### src/hdl/pip_pkg.sv
// ---------------------------------------------------------------------------
// Point-in-polygon package
// Shared constants, command codes and the tag that travels with each
// vertex word down the edge pipeline.
// ---------------------------------------------------------------------------
package pip_pkg;

    localparam int PIP_MAX_VERTICES = 32;
    localparam int PIP_COORD_BITS   = 32;
    localparam int PIP_CNT_W        = 6;
    localparam int PIP_IDX_W        = 5;

    localparam logic CMD_LOAD  = 1'b0;
    localparam logic CMD_QUERY = 1'b1;

    typedef struct packed {
        logic valid;
        logic first;
        logic last;
    } pip_tag_t;

endpackage

### src/hdl/pip_vtx_mem.sv
// ---------------------------------------------------------------------------
// Vertex store
// One write port and one registered read port over the x and y tables.
// ---------------------------------------------------------------------------
module pip_vtx_mem
    import pip_pkg::*;
#(
    parameter int MAX_VERTICES = PIP_MAX_VERTICES,
    parameter int COORD_BITS   = PIP_COORD_BITS,
    localparam int AW          = $clog2(MAX_VERTICES)
)
(
    input  logic                  clk,
    input  logic                  wr_en,
    input  logic [AW-1:0]         wr_addr,
    input  logic [COORD_BITS-1:0] wr_x,
    input  logic [COORD_BITS-1:0] wr_y,
    input  logic [AW-1:0]         rd_addr,
    output logic [COORD_BITS-1:0] rd_x,
    output logic [COORD_BITS-1:0] rd_y
);

    logic [COORD_BITS-1:0] x_mem [MAX_VERTICES];
    logic [COORD_BITS-1:0] y_mem [MAX_VERTICES];
    logic [COORD_BITS-1:0] rd_x_reg;
    logic [COORD_BITS-1:0] rd_y_reg;

    always_ff @(posedge clk)
    begin
        if (wr_en)
        begin
            x_mem[wr_addr] <= wr_x;
            y_mem[wr_addr] <= wr_y;
        end
    end

    always_ff @(posedge clk)
    begin
        rd_x_reg <= x_mem[rd_addr];
        rd_y_reg <= y_mem[rd_addr];
    end

    assign rd_x = rd_x_reg;
    assign rd_y = rd_y_reg;

endmodule

### config.mk
export PLATFORM = sky130hd
export DESIGN_NAME = pip_vtx_mem
export DESIGN_NICKNAME = d
export VERILOG_FILES = /design/src/hdl/pip_pkg.sv /design/src/hdl/pip_vtx_mem.sv
export SDC_FILE = /design/constraint.sdc
export NUM_CORES = 2
export LEC_CHECK = 0
export BUFFER_PORTS_ARGS = -buffer_cell sky130_fd_sc_hd__buf_2
export CAP_MARGIN = 10
export CORE_MARGIN = 1.5
export CORE_UTILIZATION = 30
export DETAILED_ROUTE_END_ITERATION = 10
export MAX_ROUTING_LAYER = met4
export PLACE_DENSITY = 0.51
export SYNTH_ARGS = -nofsm -noshare
export SYNTH_HDL_FRONTEND = slang
export SYNTH_SLANG_ARGS = --single-unit
### constraint.sdc
create_clock -name clk -period 5.05 [get_ports clk]
set_clock_uncertainty 0.05 [all_clocks]
set_input_delay 1.01 -clock clk [delete_from_list [all_inputs] [get_ports clk]]
set_output_delay 1.01 -clock clk [all_outputs]
set_load 0.02 [all_outputs]
==> qor.txt <==
OUTCOME
--------------------------------------------------------------------------------------
Status                                                                       completed

CTS
--------------------------------------------------------------------------------------
Clock Pin Slew Worst Setup and Hold Paths                                      0.06 ns
Htree depth                                                                          4
Root buffer cell                                                          sky130_fd_sc_hd__clkbuf_16
Post-cts sizing count                                                                0
CTS sink count                                                                    2112
Number of hold buffers added after cts                                               0
Buffer levels on the longest clock path                                              3
Buffers inserted during post-CTS setup optimization                                  0
TritonCTS Buffers                                                                  213
TritonCTS clock tree                                                             built
Insertion delay of the later-clocked pin in the worst-skew pair                0.87 ns

ROUTE
--------------------------------------------------------------------------------------
Post-DR vias/cell                                                                 5.02
Starting DRT DRC Count                                                            3762
DRC violation count after routing                                                    0
Number of vias after detailed routing                                            39.0k
Router iterations before antenna repair                                              5
Routed wirelength normalized by instance count                                 28.0 um
Drt total wl                                                                 218000 um
Post-DRT Antenna Nets                                                                0

TIMING
--------------------------------------------------------------------------------------
Final Setup Violations                                                               0
Top achievable clock speed                                                     352 MHz
Worst-Margin Slew                                                              1.13 ns
Setup Total Neg Slack                                                             0 ns
Final worst-path setup slack                                                   2.21 ns
Unrepaired setup endpoints after global routing                                     no
Final count of hold timing violations                                                0
Share of the clock period used by the worst path after layout                    0.562
Shortest clock period the worst path allows after layout                       2.84 ns
Pins Over Slew Limit                                                                 0
Max-slew headroom at the worst pin                                               0.245

POWER AND IR DROP
--------------------------------------------------------------------------------------
Lkg Pwr                                                                        29.7 nW
Pwr dens                                                                   405 nW/um^2
Total design power                                                             37.4 mW
Peak ir drop on the vdd network                                               0.369 mV

FINAL LAYOUT
--------------------------------------------------------------------------------------
Number of inserted filler cells in the final layout                              24.5k
Highest-count cells in the layout ignoring fill and taps                  sky130_fd_sc_hd__edfxtp_1 (2048), sky130_fd_sc_hd__mux2i_1 (512), sky130_fd_sc_hd__a22oi_1 (322), sky130_fd_sc_hd__mux4_2 (256), sky130_fd_sc_hd__clkbuf_16 (215)
Layout-stage area growth over the synthesis result                               16.4%
Count of nets after finishing                                                     4127
Largest registers                                                         x_mem: 1024 flops, y_mem: 1024 flops
Ratio of cells with drive above 1 in the final layout                            0.207
Most common library cell in the layout ignoring fill and taps             sky130_fd_sc_hd__edfxtp_1
Core Util, Final                                                                 0.351

WORST SETUP PATH
--------------------------------------------------------------------------------------
Critical Path Source Type                                                   input port
Critical path peak fanout                                                           25
Worst Path Class, Setup                                                      in -> reg
Required arrival time at the worst endpoint                                    5.73 ns
CP Capture Type                                                                   flop
Worst path arrival time                                                        3.52 ns

RUN
--------------------------------------------------------------------------------------
Number of maximum-capacitance violations                                             0

DIE
--------------------------------------------------------------------------------------
Starting Density                                                                 0.302
Width of the chip                                                               517 um
Die Footprint                                                              267000 um^2
Area of the placeable core                                                 263000 um^2
Number of placed I/O pins                                                          140
Row count                                                                          188
Vertical die dimension                                                          517 um

YOSYS
--------------------------------------------------------------------------------------
Share of flip-flops with an asynchronous set or reset                                0
Per-instance average area after synthesis                                    21.0 um^2
Count of yosys warnings during synthesis                                             0
Share of synthesized area occupied by flip-flops and latches                     0.792
Post-synth top flop                                                       sky130_fd_sc_hd__edfxtp_1
Post-Synthesis Cell Area                                                    79300 um^2
Post-synth EDFFs                                                                  2048
Count of state elements after synthesis                                           2112
Number of distinct standard cells referenced by the synthesized netlist             32
Cell count after synthesis                                                        3780
Synthesized net count                                                             3856

GLOBAL ROUTE
--------------------------------------------------------------------------------------
Number of global-route vias before repair                                        39.2k
Antenna violations before repair                                                    30
GRT Residual Overflow                                                                0
Largest net degree at the start of global routing                                  113
Global-route wire length before repair                                       304000 um
Global routing usage summed across all routing layers                            0.166

PLACE
--------------------------------------------------------------------------------------
Count of input and output buffers                                                  139
Pre-CTS worst setup slack                                                      1.25 ns
Final estimated routing congestion in global placement                           0.730
Sum of net half-perimeters after detailed placement                          112000 um

WORST HOLD PATH
--------------------------------------------------------------------------------------
Type of the tightest min-delay check                                        reg -> reg

==> worst max-delay path, stage by stage <==
cell,delay (ns)
sky130_fd_sc_hd__buf_2,0.61
sky130_fd_sc_hd__and2_4,0.63
sky130_fd_sc_hd__buf_4,0.49
sky130_fd_sc_hd__a22oi_1,0.13
sky130_fd_sc_hd__a31oi_1,0.41
sky130_fd_sc_hd__nand3_1,0.13
==> path summary, 6_finish.rpt <==
kind,startpoint,endpoint,slack (ns),depth (start not counted)
setup / recovery,rd_addr[4],rd_y[27]$_DFF_P_,2.21,6
hold reg to reg,x_mem[18][12]$_DFFE_PP_,rd_x[12]$_DFF_P_,0.57,4
hold / removal,x_mem[18][12]$_DFFE_PP_,rd_x[12]$_DFF_P_,0.57,4
setup reg to reg,x_mem[15][4]$_DFFE_PP_,rd_x[4]$_DFF_P_,3.23,4
==> logic make-up (layout without fill, tap and decap cells) <==
logic type	after synthesis	count (layout)	synth area share
and+or+nand+nor	270	270	0.0178
buffers and inverters	213	673	0.0142
other	0	11	0
AOI/OAI and AO/OA	417	417	0.0391
DFF	2112	2112	0.792
muxes	768	768	0.137
==> power by group <==
| group | leakage [nW] | total, mW | switching [mW] | internal (mW) |
|---|---|---|---|---|
| registers | 19.0 | 19.6 | 0.130 | 19.5 |
| clock network | 3.43 | 16.0 | 6.80 | 9.16 |
| logic | 7.32 | 1.77 | 1.17 | 0.601 |
| total | 29.7 | 37.4 | 8.10 | 29.3 |
==> final cells by class <==
| class | instances | area (um^2) | area share |
|---|---|---|---|
| flip-flops and latches | 2112 | 62800 | 0.680 |
| multi-input cells | 1455 | 15700 | 0.170 |
| clock buffers | 309 | 5920 | 0.0642 |
| well taps | 3515 | 4400 | 0.0477 |
| repair buffers | 269 | 2270 | 0.0246 |
| clock inverters | 95 | 1170 | 0.0126 |
| diodes | 11 | 27.5 | 0.000298 |
==> Yosys cell counts, types with 2 or more instances <==
cell type,number,area (um^2)
sky130_fd_sc_hd__buf_6,12,135
sky130_fd_sc_hd__a31oi_1,38,238
sky130_fd_sc_hd__buf_4,32,240
sky130_fd_sc_hd__nor2_1,40,150
sky130_fd_sc_hd__a21oi_1,14,70.1
sky130_fd_sc_hd__nand3b_1,5,37.5
sky130_fd_sc_hd__mux4_2,256,5770
sky130_fd_sc_hd__clkbuf_1,70,263
sky130_fd_sc_hd__and3b_1,2,17.5
sky130_fd_sc_hd__nand2_1,22,82.6
sky130_fd_sc_hd__nor2b_1,19,119
sky130_fd_sc_hd__nand3_1,118,591
sky130_fd_sc_hd__buf_2,90,450
sky130_fd_sc_hd__nor2_2,2,12.5
sky130_fd_sc_hd__buf_1,7,26.3
sky130_fd_sc_hd__edfxtp_1,2048,61500
sky130_fd_sc_hd__nand4_1,41,257
sky130_fd_sc_hd__a22oi_1,322,2420
sky130_fd_sc_hd__a32oi_1,5,43.8
sky130_fd_sc_hd__dfxtp_1,64,1280
sky130_fd_sc_hd__mux2i_1,512,5120
sky130_fd_sc_hd__nor3_1,3,15.0
sky130_fd_sc_hd__or3b_2,2,17.5
sky130_fd_sc_hd__nand4b_1,2,17.5
sky130_fd_sc_hd__and3_1,2,12.5
sky130_fd_sc_hd__a22o_1,38,333
sky130_fd_sc_hd__and2_1,9,56.3
==> routing by layer <==
metal,up-vias,share of wire,global-route usage
met2,1157,0.48,0.263
li1,16400,-,-
met5,-,0,-
met4,0,0.021,0.0416
met3,327,0.056,0.0272
met1,21100,0.44,0.222
==> stage by stage <==
step | hold WS, ns | cells | area [um^2]
after floorplan | 0.513 | 3780 | 79300
after global placement | 0.549 | 7351 | 85200
after detailed placement | 0.560 | 7351 | 85200
after CTS | 0.515 | 7755 | 92300
after global routing | 0.549 | 7762 | 92300
final | 0.574 | 7766 | 92300
Power figures use the tool's default switching activity.
